--- src/rtl/go_back_n_sender_window_defines.svh ---
// Assertion macros shared by the go-back-N sender window RTL.
// Each macro takes a label, the clock, the synchronous reset and a property
// or condition; checks are disabled while reset is high.
`ifndef GO_BACK_N_SENDER_WINDOW_DEFINES_SVH
`define GO_BACK_N_SENDER_WINDOW_DEFINES_SVH

`ifndef ASSERT_OFF

// Check a property at every rising clock edge outside reset.
`define GBN_ASSERT_PROP(lbl, clk, rst, prop) \
  lbl: assert property (@(posedge clk) disable iff (rst) (prop)) \
    else $error("gbn assertion failed");

// Check that a condition never holds outside reset.
`define GBN_ASSERT_NEVER(lbl, clk, rst, cond) \
  lbl: assert property (@(posedge clk) disable iff (rst) !(cond)) \
    else $error("gbn forbidden condition seen");

`else

`define GBN_ASSERT_PROP(lbl, clk, rst, prop)
`define GBN_ASSERT_NEVER(lbl, clk, rst, cond)

`endif

`endif

--- src/rtl/gbn_pkg.sv ---
package gbn_pkg;

  localparam int unsigned SeqW         = 32;
  localparam int unsigned WinW         = 7;
  localparam int unsigned RetryW       = 8;
  localparam int unsigned DefMaxWindow = 64;

  localparam logic [WinW-1:0]   WindowReset = 7'd8;
  localparam logic [RetryW-1:0] RetryReset  = 8'd9;
  localparam logic [RetryW-1:0] RetrySat    = 8'hFF;

  // Configuration register indexes
  typedef enum logic [0:0] {
    CFG_WINDOW_SIZE = 1'b0,
    CFG_RETRY_LIMIT = 1'b1
  } cfg_reg_t;

  // Request kinds carried on the input side
  typedef enum logic [1:0] {
    REQ_SEND    = 2'd0,
    REQ_ACK     = 2'd1,
    REQ_TIMEOUT = 2'd2,
    REQ_NONE    = 2'd3
  } req_t;

  // Result status codes
  typedef enum logic [2:0] {
    ST_GRANTED     = 3'd0,
    ST_FULL        = 3'd1,
    ST_ACK_APPLIED = 3'd2,
    ST_ACK_IGNORED = 3'd3,
    ST_COMPLETE    = 3'd4,
    ST_RESEND      = 3'd5,
    ST_NONE_OUT    = 3'd6,
    ST_INACTIVE    = 3'd7
  } status_t;

  typedef enum logic [1:0] {
    MODE_ACTIVE   = 2'd0,
    MODE_COMPLETE = 2'd1,
    MODE_FAILED   = 2'd2
  } mode_t;

  typedef enum logic [3:0] {
    S_IDLE,
    S_OUTST,
    S_CMP_WIN,
    S_INC_NEXT,
    S_ACK_OFF,
    S_ACK_CMP,
    S_ACK_SET,
    S_TO_BASE,
    S_TO_LIMIT,
    S_RESEND,
    S_EMIT
  } fsm_t;

  // Operation for the shared adder/subtractor
  typedef struct packed {
    logic [SeqW-1:0] a;
    logic [SeqW-1:0] b;
    logic            sub;
  } alu_op_t;

  typedef struct packed {
    logic [SeqW-1:0] sum;
    logic            carry;
  } alu_res_t;

  // One result item
  typedef struct packed {
    status_t         status;
    logic [SeqW-1:0] seq;
    logic [SeqW-1:0] base;
    logic [SeqW-1:0] next;
    logic            failed;
    logic            last;
  } result_t;

endpackage

--- src/rtl/gbn_alu.sv ---
module gbn_alu (
  input  gbn_pkg::alu_op_t  op,
  output gbn_pkg::alu_res_t res
);
  import gbn_pkg::*;

  logic [SeqW:0] total;

  // Add, or subtract as a + ~b + 1; carry out set means no borrow
  assign total = {1'b0, op.a} + {1'b0, op.b ^ {SeqW{op.sub}}} + {{SeqW{1'b0}}, op.sub};

  assign res.sum   = total[SeqW-1:0];
  assign res.carry = total[SeqW];

endmodule

--- src/rtl/gbn_ctrl.sv ---
`include "go_back_n_sender_window_defines.svh"

module gbn_ctrl #(
  parameter int unsigned MAX_WINDOW = gbn_pkg::DefMaxWindow
) (
  input  logic                        clk,
  input  logic                        rst,
  input  logic                        in_valid,
  output logic                        in_ready,
  input  logic [1:0]                  in_req,
  input  logic [gbn_pkg::SeqW-1:0]    in_ack,
  input  logic                        in_last,
  input  logic [gbn_pkg::WinW-1:0]    window_size,
  input  logic [gbn_pkg::RetryW-1:0]  retry_limit,
  output gbn_pkg::alu_op_t            alu_op,
  input  gbn_pkg::alu_res_t           alu_res,
  input  logic                        out_free,
  output logic                        res_load,
  output gbn_pkg::result_t            res
);
  import gbn_pkg::*;

  localparam int unsigned CntW = $clog2(MAX_WINDOW + 1);

  fsm_t state, state_next;

  req_t              req_q;
  logic [SeqW-1:0]   ack_q;
  logic              last_q;
  logic [SeqW-1:0]   base_seq;
  logic [SeqW-1:0]   next_seq;
  logic [RetryW-1:0] retry_count;
  logic [SeqW-1:0]   last_to_base;
  mode_t             mode;
  logic [SeqW-1:0]   outst;
  logic [SeqW-1:0]   ack_off;
  logic [CntW-1:0]   run_len;
  logic [CntW-1:0]   idx;
  logic [CntW-1:0]   idx_inc;
  status_t           res_status;
  logic [SeqW-1:0]   res_seq;
  logic              res_failed;
  logic [WinW-1:0]   win_eff;
  logic [CntW-1:0]   run_clamp;

  // Clamp the window register into 1..MAX_WINDOW
  always_comb begin
    if (window_size == '0) begin
      win_eff = WinW'(1);
    end else if (window_size > WinW'(MAX_WINDOW)) begin
      win_eff = WinW'(MAX_WINDOW);
    end else begin
      win_eff = window_size;
    end
  end

  // Resend run length: outstanding count capped at MAX_WINDOW
  assign run_clamp = (outst > SeqW'(MAX_WINDOW)) ? CntW'(MAX_WINDOW) : outst[CntW-1:0];
  assign idx_inc   = idx + CntW'(1);

  assign in_ready = (state == S_IDLE);

  // State register
  always_ff @(posedge clk) begin
    if (rst) begin
      state <= S_IDLE;
    end else begin
      state <= state_next;
    end
  end

  // Next state, shared unit operands and result load
  always_comb begin
    state_next = state;
    alu_op.a   = next_seq;
    alu_op.b   = base_seq;
    alu_op.sub = 1'b1;
    res_load   = 1'b0;
    unique case (state)
      S_IDLE: begin
        if (in_valid && (req_t'(in_req) != REQ_NONE)) begin
          state_next = S_OUTST;
        end
      end
      S_OUTST: begin
        if (mode != MODE_ACTIVE) begin
          state_next = S_EMIT;
        end else begin
          case (req_q)
            REQ_SEND:    state_next = S_CMP_WIN;
            REQ_ACK:     state_next = last_q ? S_EMIT : S_ACK_OFF;
            default:     state_next = S_TO_BASE;
          endcase
        end
      end
      S_CMP_WIN: begin
        alu_op.a   = outst;
        alu_op.b   = SeqW'(win_eff);
        state_next = alu_res.carry ? S_EMIT : S_INC_NEXT;
      end
      S_INC_NEXT: begin
        alu_op.a   = next_seq;
        alu_op.b   = SeqW'(1);
        alu_op.sub = 1'b0;
        state_next = S_EMIT;
      end
      S_ACK_OFF: begin
        alu_op.a   = ack_q;
        alu_op.b   = base_seq;
        state_next = S_ACK_CMP;
      end
      S_ACK_CMP: begin
        alu_op.a   = ack_off;
        alu_op.b   = outst;
        state_next = alu_res.carry ? S_EMIT : S_ACK_SET;
      end
      S_ACK_SET: begin
        alu_op.a   = ack_q;
        alu_op.b   = SeqW'(1);
        alu_op.sub = 1'b0;
        state_next = S_EMIT;
      end
      S_TO_BASE: begin
        alu_op.a = base_seq;
        alu_op.b = last_to_base;
        if (outst == '0) begin
          state_next = S_EMIT;
        end else if (alu_res.sum == '0) begin
          state_next = S_TO_LIMIT;
        end else begin
          state_next = S_RESEND;
        end
      end
      S_TO_LIMIT: begin
        alu_op.a   = SeqW'(retry_count);
        alu_op.b   = SeqW'(retry_limit);
        state_next = S_RESEND;
      end
      S_RESEND: begin
        alu_op.a   = base_seq;
        alu_op.b   = SeqW'(idx);
        alu_op.sub = 1'b0;
        if (out_free) begin
          res_load = 1'b1;
          if (idx_inc == run_len) begin
            state_next = S_IDLE;
          end
        end
      end
      S_EMIT: begin
        if (out_free) begin
          res_load   = 1'b1;
          state_next = S_IDLE;
        end
      end
      default: begin
        state_next = S_IDLE;
      end
    endcase
  end

  // Control state of the window
  always_ff @(posedge clk) begin
    if (rst) begin
      base_seq     <= '0;
      next_seq     <= '0;
      retry_count  <= '0;
      last_to_base <= '0;
      mode         <= MODE_ACTIVE;
      idx          <= '0;
      run_len      <= '0;
    end else begin
      unique case (state)
        S_OUTST: begin
          if ((mode == MODE_ACTIVE) && (req_q == REQ_ACK) && last_q) begin
            base_seq <= next_seq;
            mode     <= MODE_COMPLETE;
          end
        end
        S_INC_NEXT: begin
          next_seq <= alu_res.sum;
        end
        S_ACK_SET: begin
          base_seq <= alu_res.sum;
        end
        S_TO_BASE: begin
          if (outst != '0) begin
            last_to_base <= base_seq;
            run_len      <= run_clamp;
            idx          <= '0;
            if (alu_res.sum == '0) begin
              if (retry_count != RetrySat) begin
                retry_count <= retry_count + RetryW'(1);
              end
            end else begin
              retry_count <= '0;
            end
          end
        end
        S_TO_LIMIT: begin
          if (alu_res.carry) begin
            mode <= MODE_FAILED;
          end
        end
        S_RESEND: begin
          if (out_free) begin
            idx <= idx_inc;
          end
        end
        default: begin
        end
      endcase
    end
  end

  // Latched request and staged result fields
  always_ff @(posedge clk) begin
    if (in_valid && in_ready) begin
      req_q  <= req_t'(in_req);
      ack_q  <= in_ack;
      last_q <= in_last;
    end
    unique case (state)
      S_OUTST: begin
        outst <= alu_res.sum;
        if (mode != MODE_ACTIVE) begin
          res_status <= ST_INACTIVE;
          res_seq    <= '0;
          res_failed <= (mode == MODE_FAILED);
        end else begin
          res_status <= ST_COMPLETE;
          res_seq    <= ack_q;
          res_failed <= 1'b0;
        end
      end
      S_CMP_WIN: begin
        res_seq    <= next_seq;
        res_status <= alu_res.carry ? ST_FULL : ST_GRANTED;
      end
      S_ACK_OFF: begin
        ack_off <= alu_res.sum;
      end
      S_ACK_CMP: begin
        res_seq    <= ack_q;
        res_status <= alu_res.carry ? ST_ACK_IGNORED : ST_ACK_APPLIED;
      end
      S_TO_BASE: begin
        res_status <= ST_NONE_OUT;
        res_seq    <= base_seq;
        res_failed <= 1'b0;
      end
      S_TO_LIMIT: begin
        res_failed <= alu_res.carry;
      end
      default: begin
      end
    endcase
  end

  // Result item: resend runs take the sequence number from the shared unit
  always_comb begin
    res.status = (state == S_RESEND) ? ST_RESEND : res_status;
    res.seq    = (state == S_RESEND) ? alu_res.sum : res_seq;
    res.base   = base_seq;
    res.next   = next_seq;
    res.failed = res_failed;
    res.last   = (state == S_RESEND) ? (idx_inc == run_len) : 1'b1;
  end

  `GBN_ASSERT_PROP(a_idx_bound, clk, rst, (state == S_RESEND) |-> (idx < run_len))
  `GBN_ASSERT_PROP(a_run_nonzero, clk, rst, (state == S_RESEND) |-> (run_len != '0))
  `GBN_ASSERT_PROP(a_mode_sticky, clk, rst, (mode != MODE_ACTIVE) |=> (mode != MODE_ACTIVE))
  `GBN_ASSERT_PROP(a_load_free, clk, rst, res_load |-> out_free)

endmodule

--- src/rtl/go_back_n_sender_window.sv ---
// Channel  Dir  Handshake         Payload
// s_*      in   s_tvalid/tready   tdata: ack_seq; tuser: req_type; tlast: ack_last
// m_*      out  m_tvalid/tready   tdata: seq, base_out, next_out; tuser: status, failed;
//                                 tlast: last_of_run
// cfg_*    in   cfg_valid/ready   cfg_index: register; cfg_data: value
//
// One shared 32-bit adder/subtractor is stepped by a sequencer; the input is
// not ready until the current item has handed its last result to the output register.
// Send checks the window and advances next unless full; ack checks its offset and, if in
// range, moves base (last completes); timeout emits if none is outstanding, else
// resends up to MAX_WINDOW numbers; reserved requests are dropped; stalls hold results.
// Reset is synchronous and clears the window state and output valid; config any cycle.
module go_back_n_sender_window #(
  parameter int unsigned MAX_WINDOW = gbn_pkg::DefMaxWindow
) (
  input  logic        clk,
  input  logic        rst,
  input  logic        s_tvalid,
  output logic        s_tready,
  input  logic [31:0] s_tdata,   // [31:0] ack_seq
  input  logic [1:0]  s_tuser,   // [1:0] req_type
  input  logic        s_tlast,
  output logic        m_tvalid,
  input  logic        m_tready,
  output logic [95:0] m_tdata,   // [31:0] seq, [63:32] base_out, [95:64] next_out
  output logic [3:0]  m_tuser,   // [2:0] status, [3] failed
  output logic        m_tlast,
  input  logic        cfg_valid,
  output logic        cfg_ready,
  input  logic        cfg_index,
  input  logic [7:0]  cfg_data
);
  import gbn_pkg::*;

  logic [WinW-1:0]   window_size;
  logic [RetryW-1:0] retry_limit;
  alu_op_t           alu_op;
  alu_res_t          alu_res;
  logic              out_free;
  logic              res_load;
  result_t           res;
  result_t           out_q;

  // Configuration registers
  assign cfg_ready = 1'b1;

  always_ff @(posedge clk) begin
    if (rst) begin
      window_size <= WindowReset;
      retry_limit <= RetryReset;
    end else if (cfg_valid && cfg_ready) begin
      unique case (cfg_reg_t'(cfg_index))
        CFG_WINDOW_SIZE: window_size <= cfg_data[WinW-1:0];
        CFG_RETRY_LIMIT: retry_limit <= cfg_data[RetryW-1:0];
        default: begin
        end
      endcase
    end
  end

  gbn_alu u_alu (
    .op  (alu_op),
    .res (alu_res)
  );

  gbn_ctrl #(
    .MAX_WINDOW (MAX_WINDOW)
  ) u_ctrl (
    .clk         (clk),
    .rst         (rst),
    .in_valid    (s_tvalid),
    .in_ready    (s_tready),
    .in_req      (s_tuser),
    .in_ack      (s_tdata),
    .in_last     (s_tlast),
    .window_size (window_size),
    .retry_limit (retry_limit),
    .alu_op      (alu_op),
    .alu_res     (alu_res),
    .out_free    (out_free),
    .res_load    (res_load),
    .res         (res)
  );

  // Output register: load when empty or being drained
  assign out_free = !m_tvalid || m_tready;

  always_ff @(posedge clk) begin
    if (rst) begin
      m_tvalid <= 1'b0;
    end else if (res_load) begin
      m_tvalid <= 1'b1;
    end else if (m_tready) begin
      m_tvalid <= 1'b0;
    end
  end

  always_ff @(posedge clk) begin
    if (res_load) begin
      out_q <= res;
    end
  end

  assign m_tdata = {out_q.next, out_q.base, out_q.seq};
  assign m_tuser = {out_q.failed, out_q.status};
  assign m_tlast = out_q.last;

endmodule
--- config.mk ---
export PLATFORM = sky130hd
export DESIGN_NAME = go_back_n_sender_window
export DESIGN_NICKNAME = d
export VERILOG_FILES = /design/src/rtl/gbn_pkg.sv /design/src/rtl/gbn_alu.sv /design/src/rtl/gbn_ctrl.sv /design/src/rtl/go_back_n_sender_window.sv
export VERILOG_INCLUDE_DIRS = /design/src /design/src/rtl
export SDC_FILE = /design/constraint.sdc
export NUM_CORES = 1
export LEC_CHECK = 0
export BUFFER_PORTS_ARGS = -buffer_cell sky130_fd_sc_hd__clkbuf_2
export CORE_MARGIN = 2
export CORE_UTILIZATION = 42
export DETAILED_ROUTE_END_ITERATION = 10
export SETUP_SLACK_MARGIN = 0.02
export SLEW_MARGIN = 20
export SYNTH_ARGS = -nofsm -noshare
export SYNTH_HDL_FRONTEND = slang
export SYNTH_HIERARCHICAL = 1
export SYNTH_SLANG_ARGS = --single-unit
export TNS_END_PERCENT = 50
--- constraint.sdc ---
create_clock -name clk -period 6.15 [get_ports clk]
set_input_delay 0.615 -clock clk [delete_from_list [all_inputs] [get_ports clk]]
set_output_delay 0.615 -clock clk [all_outputs]
set_load 0.05 [all_outputs]
== After elaboration in Yosys (flattened, before gate mapping) ==
Cells that the tools add are included.

* Register bits after elaboration: 376
* Output and inout bits: 104

* Add/sub/neg operators: 4
* Magnitude comparators: 2
* Equality and inequality tests: 23
* Muxes and demuxes: 40
* Bitwise operators: 2
* Reduce and logical (&&, ||, !) cells: 31

{| class="wikitable"
|+ Operators with widths
! kind !! number
|-
| 64-bit case mux with 8 select lines || 1
|-
| 32-bit case mux with 4 select lines || 1
|-
| 32-bit two-way mux || 3
|-
| 32-bit logical NOT || 2
|-
| 32-bit case mux with 2 select lines || 1
|-
| 4-bit case mux with 10 select lines || 1
|-
| 4-bit two-way mux || 9
|-
| 7-bit two-way mux || 5
|-
| 32-bit by 32-bit adder with 33-bit output || 1
|-
| 33-bit by 1-bit adder with 33-bit output || 1
|-
| 32-bit by 7-bit > comparator with 1-bit output, second input constant || 1
|-
| 32-bit nonzero test || 1
|-
| 32-bit XOR || 1
|-
| 4-bit by 3-bit equality test with 1-bit output, second input constant || 4
|-
| 8-bit two-way mux || 2
|-
| 7-bit case mux with 2 select lines || 1
|-
| 4-bit equality test, second input constant || 3
|-
| 2-bit != test, second input constant || 6
|-
| 3-bit case mux with 4 select lines || 1
|-
| 2-bit nonzero test || 5
|-
| 1-bit two-way mux || 9
|-
| 3-bit AND reduction || 3
|-
| 8-bit by 1-bit adder with 8-bit output, second input constant || 1
|-
| 4-bit by 2-bit equality test with 1-bit output, second input constant || 2
|-
| other kinds (25) || 37
|}

== Logic depth before layout (Yosys ltp) ==
* Depth after elaboration: 11
* Mapped depth: 23
* Mapped depth without buffers: 20

== Cells and area by module ==
The synthesis kept the hierarchy.

{| class="wikitable"
|+ By module, submodules not included
! module !! instances !! cells each !! area an instance (sq um) !! seq. area each (sq um)
|-
| gbn_ctrl || 1 || 1278 || 12334.3 || 6536.3
|-
| go_back_n_sender_window || 1 || 167 || 3708.6 || 3353.2
|-
| gbn_alu || 1 || 300 || 2100.8 || 0.0
|}

== Worst setup path before layout ==
No wires, ideal clock.

* Path type: input port to flip-flop
* Start point: input m_tready
* End point: register out_q (netlist bit m_tdata[0]), enable pin
* Setup time: 0.563 ns
* Arrival time: 5.403 ns
* Required time: 5.587 ns
* Setup slack: 0.184 ns
* Stages: 4
* Path buffers: 1
* Path through: nand2b_1 -> clkbuf_1 -> nand2_1 -> nor2_1

* Cells in the longest elaborated chain, start to end: 3

{| class="wikitable"
|+ Ends and longest elaborated chain
! item !! RTL line !! source
|-
| start: declaration || go_back_n_sender_window.sv:24 || <nowiki>input logic m_tready,</nowiki>
|-
| 1-bit logical OR || go_back_n_sender_window.sv:86 || <nowiki>assign out_free = !m_tvalid || m_tready;</nowiki>
|-
| 1-bit two-way mux || gbn_ctrl.sv:143, gbn_ctrl.sv:151 ||
|-
| 1-bit two-way mux || - ||
|-
| via res_load || go_back_n_sender_window.sv:40 || <nowiki>logic res_load;</nowiki>
|-
| end signal: assignment || go_back_n_sender_window.sv:100 || <nowiki>out_q <= res;</nowiki>
|-
| end: declaration || go_back_n_sender_window.sv:42 || <nowiki>result_t out_q;</nowiki>
|}

The timed path passes the listed nets, and every way through them passes these cells.
A chain may end at the register's enable or synchronous reset.

==> run summary <==
The flow ran to the end, and the final reports show no timing, DRC or antenna violations. The final HPWL from detailed placement is 37.9 mm, and the clock latency of the later-clocked register in the worst-skew pair is 570 ps. Once detail routing completed, the nets flagged for antenna violations numbered 0.

The tools report the number of antenna violations at the first check in global routing as 1. The number of synthesized flops with an enable pin was 236. Summed over all failing endpoints, the final setup total negative slack is 0 ps. At the pin with the least slew margin, the transition time is 1090 ps. The logs give 3,903 for the filler cell count and 7490 um^2 for the multi-input gate area in the final layout.

The biggest fanout along the worst timing path is 16, and the share of synthesized area occupied by flip-flops and latches is 54.5%. The area growth from synthesis to layout is 16.9%. The logs give 42,900 um^2 for the placeable core area and 21,200 um^2 for the finished layout cell area. For this run, design rule violations remaining after detail routing come to 0. Aggregate global-route resource usage: 24.9%.

STA classifies the critical path endpoint as a register. The minimum clock period is 5700 ps. For the total number of nets in the final design, the log shows 1,977.

The layer flagged by global routing as most heavily used is met2. For this run, global-route usage on met2 was measured as 37.7%. The logs give 0 for the number of setup buffers added after CTS and 0.955 for the last weighted congestion value of the routability-driven placer.

The tools report the headroom to the max-slew limit as 27.1%. The tightest min-delay check is of the input port to register type. Startpoint-to-endpoint class of the critical path: register to register. The starting utilization of the core area is 42.3%, and the data required time at the worst endpoint is 6600 ps. The number of buffers created by CTS was 41; the footprint of the flip-flops and latches was 9890 um^2. For this block, the routed nets add up to 56.2 mm of wire. The logs give 3 for the deepest clock path buffer count and 0 for the final count of negative-setup-slack endpoints. The count of port buffers added during placement came out at 151. The number of antenna diodes in the final layout is 0. Max-cap violations in this run came to 0. The tree is rooted in a clkbuf_16. The final routed wire length divided by cell count is 22.4 um, and the die height is 212 um. In this run the mean area of a mapped cell was 10.4 um^2.

The pin count of the biggest net entering global routing came out at 65. The clock transition at the registers of the reported paths was 60 ps. In the synthesized netlist the async set-or-reset flop fraction comes to 0%. The floorplan die width is 212 um, and the post-synthesis instance area is 18,100 um^2. For the H-tree level count, the log shows 2. For the count of pins over their slew limit, the log shows 0.

Dividing the detail-routed via count by the number of cells gives 5.92. In this run, the number of DRC markers left after iteration 0 of detailed routing was 1,804. TritonCTS built the clock tree. Synthesized instance count: 1,745. The share of the clock period used by the worst path after layout was 92.7%. STA classifies the critical path startpoint as a register.

The tools report the final hold violation count as 0. Timing would allow up to 0.175 GHz. During synthesis, Yosys emitted a total of 6 warnings. After floorplanning, the core was divided into 76 placement rows. The first-pass detailed-route iteration total is 8. Among all flip-flop cells after synthesis, the most frequent one is edfxtp_1. Counting every sink on the clock net gives 376. The first global-routing pass estimated 85.4 mm of wire. The flip-flop and latch count after synthesis is 376. The net count after synthesis is 1,831, and the number of global-route vias before repair is 14,000.

For met1 alone, demand over resource in global routing was 36.1%. Setup repair after global routing left no endpoint under its margin. The die covers 44,900 um^2. Detailed routing inserted a total of 14,800 vias.

The logs give 0 for the residual overflow from global routing and 4.66% for the global routing usage on met3. The cell area after placement was 19,800 um^2. The number of distinct library cells after synthesis was 77. The number of I/O pins was 153. STA puts the critical path data arrival time at 6160 ps. The clock arrives with 19.1 ps of skew.

The number of hold buffers added after CTS was 0. The post-route netlist has 17.8% of its cells at a drive strength greater than 1.
## what timing repair did
item / in CTS / in global routing
endpoints found under the setup margin: 0 / 9
hold endpoints to repair: 0 / 0
resized for setup: 0 / 3
## synth_stat cells, types with 39 or more instances
cell      number  area, um^2
a22oi_1       52         390
dfxtp_1      140        2800
inv_1         88         330
nand3_1       57         285
o21ai_0       64         320
mux2i_1       44         440
a211oi_1      39         293
a221o_1       40         400
a222oi_1      59         591
edfxtp_1     236        7090
nand2_1      275        1030
clkbuf_1      92         345
a21oi_1      120         601
nor2_1        78         293
xor2_1        44         385
## routing by layer
metal / wire length (um) / part of all wire [%]
met1: 25500 / 45
met2: 24700 / 44
met3: 4560 / 8.1
met4: 1350 / 2.4
met5: 0 / 0
## logic make-up (layout without fill, tap and decap cells)
group,after synthesis,count (layout),synth area share (%)
XOR/XNOR,68,68,3.28
AO/OA/AOI/OAI,471,471,18.8
AND/OR/NAND/NOR,533,533,13.6
multiplexers,45,45,2.49
flip-flops,376,376,54.5
adder cells (fa/ha/maj),37,37,2.59
other,1,1,0.0207
buffers and inverters,214,393,4.73
## cells in the final DEF (no fill, tap or decap), types with 7 or more instances in the layout
master and instances:
a211oi_1 39, nand2b_1 25, a21oi_1 119, o21ai_0 64, clkbuf_8 11, mux2i_1 44
a22oi_1 52, clkbuf_16 44, clkinv_2 7, inv_1 87, nor4_1 15, o21bai_1 10
nor3_1 18, a222oi_1 59, nand3_1 57, buf_4 78, clkbuf_2 150, a221o_1 40
xnor2_1 24, o21a_1 8, nor2_1 73, dfxtp_1 138, nand2_1 274, edfxtp_1 236
nand4_1 19, clkbuf_1 7, xor2_1 44, ha_1 36, a31oi_1 14, a21o_1 9
## worst max-delay path: stages, from the launching register on
cell,delay [ps]
dfxtp_2,520
buf_4,240
nor2b_1,250
o21ai_0,160
a21boi_2,230
buf_4,230
a221o_1,340
ha_1,470
nand4_1,220
nor4_1,460
o311ai_2,250
and3_1,230
nand3_1,80
a31oi_1,100
xnor2_1,200
nor4_1,500
nand4_1,330
nor2_1,240
nand4_1,200
o41ai_1,330
## path summary, 6_finish.rpt
check | start | end | slack, ps | cells past startpoint
max | u_ctrl/state[1] | u_ctrl/retry_count[3] | 450 | 19
max reg2reg | u_ctrl/state[1] | u_ctrl/retry_count[3] | 450 | 19
min reg2reg | u_ctrl/run_len[6] | u_ctrl/run_len[6] | 470 | 2
min | s_tdata[26] | u_ctrl/ack_q[26] | 210 | 1
## per-stage QoR
| stage | utilization, % | setup WS [ps] | instances | hold slack [ps] |
|---|---|---|---|---|
| floorplan | - | 184 | 1745 | 443 |
| global placement | 46.1 | 367 | 2433 | 454 |
| detailed placement | 46.1 | 233 | 2433 | 459 |
| CTS | 49.4 | 200 | 2509 | 191 |
| global route | 49.5 | 61.6 | 2509 | 193 |
| finish | 49.5 | 448 | 2509 | 214 |
## final cells by class
type                            instances  area share [%]
Clock buffer                           62            6.03
Clock inverter                         14           0.602
Inverter                               88            1.56
Multi-Input combinational cell       1155            35.3
Sequential cell                       376            46.6
Tap cell                              585            3.45
Timing Repair Buffer                  229            6.39
## registers in the layout, indices dropped and copies added, names as in the netlist
signal,cells
u_ctrl/run_len,7
u_ctrl/ack_q,32
u_ctrl/next_seq,32
retry_limit,8
u_ctrl/res_status,3
m_tlast,1
m_tvalid,1
u_ctrl/ack_off,32
m_tdata,96
window_size,7
u_ctrl/state,4
u_ctrl/res_seq,32
u_ctrl/idx,7
u_ctrl/base_seq,32
u_ctrl/res_failed,1
u_ctrl/outst,32
u_ctrl/req_q,2
u_ctrl/last_q,1
m_tuser,4
u_ctrl/last_to_base,32
u_ctrl/retry_count,8
u_ctrl/mode,2
Power is not shown: default switching activity piles up to over one toggle a cycle in this logic, so the estimate is an artifact.
